$ cat src/hw/rtl/midi_tc_pkg.sv
// shared constants, command codes and the frame count conversion for the timecode receiver
package midi_tc_pkg;

  // field widths
  localparam int FRAME_W = 22;
  localparam int TIME_W  = 48;
  localparam int BLEN_W  = 16;
  localparam int TOUT_W  = 32;

  // command codes
  localparam logic [1:0] CMD_QUARTER = 2'd0;
  localparam logic [1:0] CMD_FULL    = 2'd1;
  localparam logic [1:0] CMD_TICK    = 2'd2;
  localparam logic [1:0] CMD_NONE    = 2'd3;

  // rate codes
  localparam logic [1:0] RATE_24   = 2'd0;
  localparam logic [1:0] RATE_25   = 2'd1;
  localparam logic [1:0] RATE_DROP = 2'd2;
  localparam logic [1:0] RATE_30   = 2'd3;

  // full-frame sysex checks
  localparam logic [7:0] SYSEX_ID   = 8'h7F;
  localparam logic [7:0] SUB_ID_TC  = 8'h01;
  localparam logic [7:0] SUB_ID_FF  = 8'h01;
  localparam logic [7:0] SYSEX_MIN  = 8'd10;

  localparam logic [2:0] LAST_NIBBLE  = 3'd7;
  localparam logic [TOUT_W-1:0] TIMEOUT_RST = 32'd48000;
  localparam logic [FRAME_W-1:0] QF_OFFSET  = 22'd2;

  // frames per hour, minute and second for each rate; drop-frame weights fold in the
  // two frames dropped every minute except each tenth
  localparam logic [22:0] HR_24 = 23'd86400,  MN_24 = 23'd1440, SC_24 = 23'd24;
  localparam logic [22:0] HR_25 = 23'd90000,  MN_25 = 23'd1500, SC_25 = 23'd25;
  localparam logic [22:0] HR_DF = 23'd107892, MN_DF = 23'd1798, SC_DF = 23'd30;
  localparam logic [22:0] HR_30 = 23'd108000, MN_30 = 23'd1800, SC_30 = 23'd30;

  // reciprocal for a six bit divide by ten
  localparam logic [15:0] RECIP_10 = 16'd205;

  // absolute frame count from hours, minutes, seconds and frames
  function automatic logic [FRAME_W-1:0] to_frames(input logic [4:0] hh,
                                                   input logic [5:0] mm,
                                                   input logic [5:0] ss,
                                                   input logic [4:0] ff,
                                                   input logic [1:0] rate);
    logic [15:0] mm_prod;
    logic [22:0] tens;
    logic [22:0] sum;
    mm_prod = 16'(mm) * RECIP_10;
    tens    = 23'(mm_prod[15:11]);
    case (rate)
      RATE_24:   sum = 23'(hh) * HR_24 + 23'(mm) * MN_24 + 23'(ss) * SC_24 + 23'(ff);
      RATE_25:   sum = 23'(hh) * HR_25 + 23'(mm) * MN_25 + 23'(ss) * SC_25 + 23'(ff);
      RATE_DROP: sum = 23'(hh) * HR_DF + 23'(mm) * MN_DF + 23'(ss) * SC_DF + 23'(ff)
                       + (tens << 1);
      RATE_30:   sum = 23'(hh) * HR_30 + 23'(mm) * MN_30 + 23'(ss) * SC_30 + 23'(ff);
      default:   sum = '0;
    endcase
    return sum[FRAME_W-1:0];
  endfunction

endpackage

$ cat src/hw/rtl/midi_timecode_receiver.sv
// midi timecode receiver: quarter-frame and full-frame decoding with a rolling watchdog
//
// Takes one item per clock unless in_stall holds it and returns exactly one result item for
// each. An item is held in an input register, decoded against the timecode state by a single
// pass of logic (the frame count conversion is a handful of constant multiplies and adds) and
// written to a result register together with the new state. in_stall rises only while the
// result register is full and out_stall holds it. The rolling timeout is written through the
// cfg port, which is always ready, and should only be changed while no item is in flight.
module midi_timecode_receiver (
  input  logic                              clk,
  input  logic                              rst_n,
  // configuration
  input  logic                              cfg_valid,
  output logic                              cfg_ready,
  input  logic [midi_tc_pkg::TOUT_W-1:0]    cfg_data,
  // input items
  input  logic                              in_valid,
  output logic                              in_stall,
  input  logic [1:0]                        in_cmd,
  input  logic [7:0]                        in_qf_byte,
  input  logic [7:0]                        in_msg_len,
  input  logic [7:0]                        in_sysex_id,
  input  logic [7:0]                        in_sub_id_one,
  input  logic [7:0]                        in_sub_id_two,
  input  logic [7:0]                        in_hour_byte,
  input  logic [7:0]                        in_minute_byte,
  input  logic [7:0]                        in_second_byte,
  input  logic [7:0]                        in_frame_byte,
  input  logic [midi_tc_pkg::TIME_W-1:0]    in_sample_time,
  input  logic [midi_tc_pkg::BLEN_W-1:0]    in_block_len,
  // result items
  output logic                              out_valid,
  input  logic                              out_stall,
  output logic [midi_tc_pkg::FRAME_W-1:0]   out_frame_count,
  output logic [1:0]                        out_frame_rate,
  output logic                              out_is_rolling,
  output logic                              out_is_reversed,
  output logic                              out_updated
);

  import midi_tc_pkg::*;

  // configuration register
  logic [TOUT_W-1:0] timeout_r;

  // input register
  logic              in_v_r;
  logic [1:0]        cmd_r;
  logic [7:0]        qf_r, len_r, sid_r, sub1_r, sub2_r;
  logic [7:0]        hr_r, mn_r, sc_r, fr_r;
  logic [TIME_W-1:0] at_r;
  logic [BLEN_W-1:0] blen_r;

  // timecode state
  logic [2:0]         exp_r, exp_nxt;
  logic [7:0]         tb_r [4];
  logic [7:0]         tb_nxt [4];
  logic [FRAME_W-1:0] total_r, total_nxt;
  logic [1:0]         rate_r, rate_nxt;
  logic               roll_r, roll_nxt;
  logic               rev_r, rev_nxt;
  logic [TIME_W-1:0]  last_r, last_nxt;
  logic               last_v_r, last_v_nxt;
  logic               upd_nxt;

  // result register
  logic               out_v_r;
  logic [FRAME_W-1:0] res_count_r;
  logic [1:0]         res_rate_r;
  logic               res_roll_r, res_rev_r, res_upd_r;

  // decode helpers
  logic [2:0]         idx;
  logic [3:0]         data;
  logic               sysex_ok;
  logic               commit;
  logic               offset;
  logic [FRAME_W-1:0] frames;
  logic [TIME_W+1:0]  diff;
  logic               advance;

  // handshake
  assign advance   = in_v_r && (!out_v_r || !out_stall);
  assign in_stall  = in_v_r && !advance;
  assign cfg_ready = 1'b1;

  assign idx      = qf_r[6:4];
  assign data     = qf_r[3:0];
  assign sysex_ok = (len_r >= SYSEX_MIN) && (sid_r == SYSEX_ID) &&
                    (sub1_r == SUB_ID_TC) && (sub2_r == SUB_ID_FF);

  // signed distance from the last timecode event to the end of the block
  assign diff = {2'b00, at_r} + (TIME_W + 2)'(blen_r) - {2'b00, last_r};

  // next state for the item in the input register
  always_comb begin
    exp_nxt    = exp_r;
    tb_nxt     = tb_r;
    rev_nxt    = rev_r;
    roll_nxt   = roll_r;
    commit     = 1'b0;
    offset     = 1'b0;
    case (cmd_r)
      CMD_QUARTER: begin
        if (idx != exp_r) begin
          if ((exp_r != 3'd0 && idx < exp_r) || (exp_r == 3'd0 && idx == LAST_NIBBLE)) begin
            rev_nxt  = 1'b1;
            roll_nxt = 1'b0;
          end
          exp_nxt = '0;
        end else begin
          if (idx == 3'd0) begin
            rev_nxt   = 1'b0;
            tb_nxt[0] = {4'h0, data};
            tb_nxt[1] = '0;
            tb_nxt[2] = '0;
            tb_nxt[3] = '0;
          end else begin
            for (int i = 0; i < 4; i++) begin
              if (idx[2:1] == 2'(i)) begin
                if (!idx[0]) tb_nxt[i] = {tb_r[i][7:4], data};
                else         tb_nxt[i] = {data, tb_r[i][3:0]};
              end
            end
          end
          if (idx == LAST_NIBBLE) begin
            commit   = 1'b1;
            offset   = 1'b1;
            roll_nxt = 1'b1;
            exp_nxt  = '0;
          end else begin
            exp_nxt = idx + 3'd1;
          end
        end
      end
      CMD_FULL: begin
        if (sysex_ok) begin
          tb_nxt[0] = {3'b000, fr_r[4:0]};
          tb_nxt[1] = {2'b00, sc_r[5:0]};
          tb_nxt[2] = {2'b00, mn_r[5:0]};
          tb_nxt[3] = {1'b0, hr_r[6:0]};
          rev_nxt   = 1'b0;
          roll_nxt  = 1'b1;
          commit    = 1'b1;
        end
      end
      CMD_TICK: begin
        if (roll_r && last_v_r && !diff[TIME_W+1] &&
            (diff[TIME_W:0] > (TIME_W + 1)'(timeout_r))) begin
          roll_nxt = 1'b0;
          rev_nxt  = 1'b0;
        end
      end
      default: begin
      end
    endcase
  end

  // frame count conversion and commit
  always_comb begin
    frames     = to_frames(tb_nxt[3][4:0], tb_nxt[2][5:0], tb_nxt[1][5:0],
                           tb_nxt[0][4:0], tb_nxt[3][6:5]);
    total_nxt  = total_r;
    rate_nxt   = rate_r;
    last_nxt   = last_r;
    last_v_nxt = last_v_r;
    upd_nxt    = commit;
    if (commit) begin
      total_nxt  = offset ? frames + QF_OFFSET : frames;
      rate_nxt   = tb_nxt[3][6:5];
      last_nxt   = at_r;
      last_v_nxt = 1'b1;
    end
  end

  // control and state registers
  always_ff @(posedge clk) begin
    if (!rst_n) begin
      timeout_r <= TIMEOUT_RST;
      in_v_r    <= 1'b0;
      out_v_r   <= 1'b0;
      exp_r     <= '0;
      for (int i = 0; i < 4; i++) tb_r[i] <= '0;
      total_r   <= '0;
      rate_r    <= '0;
      roll_r    <= 1'b0;
      rev_r     <= 1'b0;
      last_r    <= '0;
      last_v_r  <= 1'b0;
    end else begin
      if (cfg_valid && cfg_ready) timeout_r <= cfg_data;
      if (!in_stall) in_v_r <= in_valid;
      if (advance) out_v_r <= 1'b1;
      else if (!out_stall) out_v_r <= 1'b0;
      if (advance) begin
        exp_r    <= exp_nxt;
        tb_r     <= tb_nxt;
        total_r  <= total_nxt;
        rate_r   <= rate_nxt;
        roll_r   <= roll_nxt;
        rev_r    <= rev_nxt;
        last_r   <= last_nxt;
        last_v_r <= last_v_nxt;
      end
    end
  end

  // item payload and result registers
  always_ff @(posedge clk) begin
    if (in_valid && !in_stall) begin
      cmd_r  <= in_cmd;
      qf_r   <= in_qf_byte;
      len_r  <= in_msg_len;
      sid_r  <= in_sysex_id;
      sub1_r <= in_sub_id_one;
      sub2_r <= in_sub_id_two;
      hr_r   <= in_hour_byte;
      mn_r   <= in_minute_byte;
      sc_r   <= in_second_byte;
      fr_r   <= in_frame_byte;
      at_r   <= in_sample_time;
      blen_r <= in_block_len;
    end
    if (advance) begin
      res_count_r <= total_nxt;
      res_rate_r  <= rate_nxt;
      res_roll_r  <= roll_nxt;
      res_rev_r   <= rev_nxt;
      res_upd_r   <= upd_nxt;
    end
  end

  // result outputs
  assign out_valid       = out_v_r;
  assign out_frame_count = res_count_r;
  assign out_frame_rate  = res_rate_r;
  assign out_is_rolling  = res_roll_r;
  assign out_is_reversed = res_rev_r;
  assign out_updated     = res_upd_r;

endmodule

$ cat config.mk
export PLATFORM = sky130hd
export DESIGN_NAME = midi_timecode_receiver
export DESIGN_NICKNAME = d
export VERILOG_FILES = /design/src/hw/rtl/midi_tc_pkg.sv /design/src/hw/rtl/midi_timecode_receiver.sv
export SDC_FILE = /design/constraint.sdc
export NUM_CORES = 1
export LEC_CHECK = 0
export BUFFER_PORTS_ARGS = -buffer_cell sky130_fd_sc_hd__buf_2
export CAP_MARGIN = 25
export CORE_ASPECT_RATIO = 0.75
export CORE_MARGIN = 3
export CORE_UTILIZATION = 61
export CTS_CLUSTER_DIAMETER = 120
export CTS_CLUSTER_SIZE = 30
export DETAILED_ROUTE_END_ITERATION = 10
export PLACE_DENSITY = 0.8
export REMOVE_ABC_BUFFERS = 1
export SLEW_MARGIN = 10
export SYNTH_ARGS = -nofsm -noshare
export SYNTH_HDL_FRONTEND = slang
export SYNTH_SLANG_ARGS = --single-unit
export TNS_END_PERCENT = 50
$ cat constraint.sdc
create_clock -name clk -period 12.69 [get_ports clk]
set_clock_uncertainty 0.15 [all_clocks]
set_input_delay 3.807 -clock clk [delete_from_list [all_inputs] [get_ports clk]]
set_output_delay 3.807 -clock clk [all_outputs]
set_load 0.02 [all_outputs]
======== Yosys cells after proc, flatten, opt, wreduce, memory -nomap -nowiden ========
Index checks and enable logic that the tools add are counted.
operators by class
  multipliers ............................. 12
  equality and inequality tests ........... 14
  reduce and logical (&&, ||, !) cells .... 26
  add/subtract/negate cells ............... 17
  order comparisons ....................... 3
  muxes and demuxes ....................... 37
operators by type and width
  kind                                                 number
  adder 22 x 11 -> 22 bit                              4
  adder 22 x 17 -> 22 bit                              4
  adder 22 x 5 -> 22 bit                               4
  one-hot mux 22 bit (4 select lines)                  1
  two-way mux 29 bit                                   3
  one-hot mux 29 bit (2 select lines)                  1
  subtractor 49 x 48 -> 50 bit                         1
  adder 48 x 16 -> 49 bit                              1
  > comparator 49 x 32 -> 1 bit                        1
  two-way mux 8 bit                                    6
  two-way mux 22 bit                                   2
  multiplier 6 x 8 -> 14 bit, second input constant    2
  adder 22 x 2 -> 22 bit, second input constant        1
  adder 22 x 4 -> 22 bit                               1
  multiplier 5 x 15 -> 20 bit, second input constant   1
  multiplier 5 x 13 -> 18 bit, second input constant   1
  multiplier 5 x 12 -> 17 bit, second input constant   1
  equality test 8 x 1 -> 1 bit, second input constant  2
  multiplier 6 x 10 -> 16 bit, second input constant   1
  two-way mux 1 bit                                    16
  multiplier 5 x 10 -> 15 bit, second input constant   1
  multiplier 6 x 9 -> 15 bit, second input constant    1
  multiplier 6 x 6 -> 12 bit, second input constant    1
  logical AND 1 bit                                    11
  23 further kinds                                     41
word-level totals
  bits of input ports ..................... 175
  logic and storage cells ................. 140
  output and inout port bits .............. 30
  register bits ........................... 292

======== Logic depth before layout (Yosys ltp) ========
  depth in word-level cells ............... 15
  mapped depth ............................ 44
  mapped depth without buffers ............ 42

======== Worst setup path after synthesis ========
No wires, ideal clock.
  kind .................................... reg2reg
  from .................................... register qf_r[4]
  to ...................................... register res_count_r[20], in the netlist out_frame_count[20] (data pin)
  slack ................................... 2141 ps
  clock period less this slack ............ 10549 ps
  path buffers ............................ 2
  data required time ...................... 12279 ps
  arrival ................................. 10138 ps
  cell stages (with the launch flop) ...... 44
  library setup time ...................... 261 ps
  path through ............................ edfxtp_1 -> inv_1 -> ha_1 -> and3_1 -> clkbuf_1 -> clkbuf_1 -> nand2_1 -> nand2_1 -> a211oi_1 -> a31oi_1 -> o21ai_0 -> ha_1 -> inv_1 -> fa_1 -> inv_1 -> ha_1 -> and4b_1 -> o21a_1 -> [... 8 more ...] -> xnor2_1 -> fa_1 -> fa_1 -> fa_1 -> inv_1 -> ha_1 -> fa_1 -> a21o_1 -> a221oi_1 -> o21ai_0 -> xor2_1 -> nor2_1 -> o21ai_1 -> o2111ai_2 -> or4b_4 -> nor4_4 -> nor2_1 -> a221o_1
RTL lines
  what                    line                           RTL
  start, declared         midi_timecode_receiver.sv:49   logic [7:0] qf_r, len_r, sid_r, sub1_r, sub2_r;
  start signal, assigned  midi_timecode_receiver.sv:212  qf_r <= in_qf_byte;
  end signal, assigned    midi_timecode_receiver.sv:225  res_count_r <= total_nxt;
  end, declared           midi_timecode_receiver.sv:68   logic [FRAME_W-1:0] res_count_r;

==> impl_metrics.toml <==
[status]
status = "finished, final reports clean"

[synth]
synth_edf_count = 155
synthCells = 3338
synth_top_cell_by_area = "ha_1"
yosys_register_bits = 291
async_reset_ff_share_pct = 0
ys_warn_count = 0
yosysTopAreaCellShare_pct = 19.1
synth_area_sq_um = 29300
syn_area_per_cell_sq_um = 8.77
ys_types = 93
ys_top_cells_by_area = "ha_1 19%, edfxtp_1 16%, dfxtp_1 9.3%"
ys_seq_area_share_pct = 25.2
synth_flop_cell = "edfxtp_1"

[critical_path]
cp_data_arrival_time_ns = 11.75
cpMaxStageDelayCell = "edfxtp_1"
r2r_end = "out_frame_count[20]$_DFFE_PP_"
path_buf_inv = 2
rrSetupSlack_ns = 1.06
cp-start-kind = "register"
worst-setup-path-type = "register to register"
crit_start = "qf_r[6]$_DFFE_PP_"
critPathCaptureType = "register"
required_ns = 12.81
r2r_start = "qf_r[6]$_DFFE_PP_"
cp_max_fo = 15
max_stage_delay_ns = 0.62
r2r_cells = 40
critPathTopFamily = "adder cells"

[timing]
relSlewSlack_pct = 30.4
setup_violations = 0
final_hold_viol_count = 0
tns_ns = 0
layout_setup_ws_ns = 1.06
tightest_slew_ns = 1.02
min_period_ns = 11.63
rsz0062_at_grt = "no"
max_freq_mhz = 86.0
timing.final.crit_share_pct = 91.7
slew_viol_final = 0

[routing]
remaining_drc_errors = 0
drt_iter0_drc = 2911
viasPerCell = 6.21
ant_nets = 0
wl_per_cell_um = 20.7
dr.pass1.iters = 8
wl_um = 84900
vias = 25505

[clocking]
cts_setup_buffers = 0
numCtsBuffers = 13
htreeDepth = 1
cts.path.max_buffers = 3
clkSinkCount = 291
cts_tree = "yes"
insertion_delay_ns = 0.53
ctsHoldBuffers = 0
root_buffer = "clkbuf_16"
cts_resized = 0
clk_pin_slew_worst_paths_ns = 0.12

[floorplanning]
ios = 205
die_x_um = 259
coreArea_sq_um = 46700
rows = 68
dieHeight_um = 196
die_area_sq_um = 50700
initial_utilization_pct = 62.6

[cells_and_area]
nets = 4219
drive_gt1_share_pct = 8.70
syn2layout_area_growth_pct = 6.70

[global_route]
grt.overflow.total = 0
grt_pass1_wl_um = 133000
grtUsageTotal_pct = 32.9
antenna_found_initial = 5
grt_max_degree = 102
grt_pass1_vias = 24144

[power_and_ir_drop]
total_leakage_power_nw = 14.6
peakVddDrop_v = 0.000117
power.density_nw_per_um2 = 73.7

[worst_hold_path]
hold_depth = 2
whs_endpoint = "rate_r[0]$_SDFFE_PN0P_"
hold_class = "register to register"
min_from = "rate_r[0]$_SDFFE_PN0P_"

[placement]
preCtsSetupSlack_ns = 1.11
place_congestion = 1.01
dpl.hpwl_um = 68900
portBuffers = 193

[flow_run]
drv_cap = 0
power breakdown:
part	total, mW	switching (mW)	internal, mW	leakage (nW)
Combinational	0.748	0.466	0.282	11.8
Clock	0.501	0.302	0.200	0.179
Sequential	1.05	0.0223	1.03	2.60
cells in the final DEF (no fill, tap or decap), types with 15 or more instances in the layout:
master and count:
a211oi_1 50, a21o_1 48, a21oi_1 272, a31oi_1 38
and3_1 20, buf_2 193, buf_4 30, dfxtp_1 136
edfxtp_1 155, fa_1 132, ha_1 447, inv_1 399
mux2_2 15, mux2i_1 42, nand2_1 335, nand2b_1 30
nand3_1 74, nand4_1 36, nor2_1 220, nor2b_1 20
nor3_1 61, o211ai_1 38, o21a_1 28, o21ai_0 141
o21bai_1 26, or3_1 15, xnor2_1 104, xor2_1 78
worst register-to-register path, delay by kind of cell (launching register included):
family	cells	cell delay (ns)
buf+inv	2	0.31
simple gates	11	2.25
flops	1	0.62
xor+xnor	1	0.23
fa+ha+maj	10	4.23
compound gates	16	3.63
area by class of cell:
cell class,count,area (sq um)
Tap cell,630,788
Sequential cell,291,7380
Inverter,401,1510
Antenna cell,2,5.00
Multi-Input combinational cell,2533,19900
Clock buffer,20,352
Fill cell,3845,15500
Timing Repair Buffer,225,1230
Clock inverter,2,20.0
cells in the mapped netlist, types with 74 or more instances:
master    number
ha_1         447
inv_1        400
nand2_1      336
a21oi_1      272
nor2_1       221
edfxtp_1     155
o21ai_0      142
dfxtp_1      136
fa_1         132
xnor2_1      104
clkbuf_1      90
xor2_1        78
nand3_1       74
layer usage:
layer,up-vias,share of wire (%),track usage [%]
met5,-,0.026,0
met4,4,2.2,6.84
met3,124,9.9,5.63
met2,1174,41,48.0
met1,12155,46,50.9
li1,12048,-,-
worst max path at each step:
stage	cells past startpoint	end	slack, ns
floorplan	41	out_frame_count[20]$_DFFE_PP_	2.15
global placement	38	out_frame_count[20]$_DFFE_PP_	1.29
detailed placement	36	out_frame_count[20]$_DFFE_PP_	1.11
CTS	36	out_frame_count[20]$_DFFE_PP_	1.08
global route	40	out_frame_count[20]$_DFFE_PP_	0.45
finish	40	out_frame_count[20]$_DFFE_PP_	1.06
stage by stage:
stage | cell area [sq um] | std cells | hold slack (ns) | power (mW) | utilization (%)
finish | 31200 | 4104 | 0.315 | 2.30 | 66.8
global route | 31200 | 4104 | 0.331 | 2.42 | 66.8
CTS | 31200 | 4100 | 0.314 | 2.29 | 66.8
detailed placement | 30800 | 4078 | 0.297 | 1.80 | 66.0
global placement | 30800 | 4078 | 0.287 | 1.78 | 66.0
floorplan | 28800 | 3225 | 0.281 | 1.58 | -
cell families after synthesis:
logic type | Yosys count | share of synthesized area, %
XOR/XNOR | 182 | 5.45
multiplexers | 58 | 2.09
buffers and inverters | 514 | 6.69
other | 1 | 0.0128
AND/OR/NAND/NOR | 912 | 14.7
flip-flops | 291 | 25.2
adder cells (fa/ha/maj) | 581 | 28.2
AO/OA/AOI/OAI | 799 | 17.6
registers in the layout (all words and copies together) (netlist names), 2 cells and up:
name and count:
sub2_r 8, sub1_r 8, timeout_r 32, last_r 48, fr_r 5, rate_r 2, cmd_r 2, at_r 48
out_frame_count 22, mn_r 6, total_r 22, tb_r 24, len_r 7, blen_r 16, out_frame_rate 2, sc_r 6
qf_r 7, sid_r 8, exp_r 3, hr_r 7
Power figures use the tool's default switching activity.
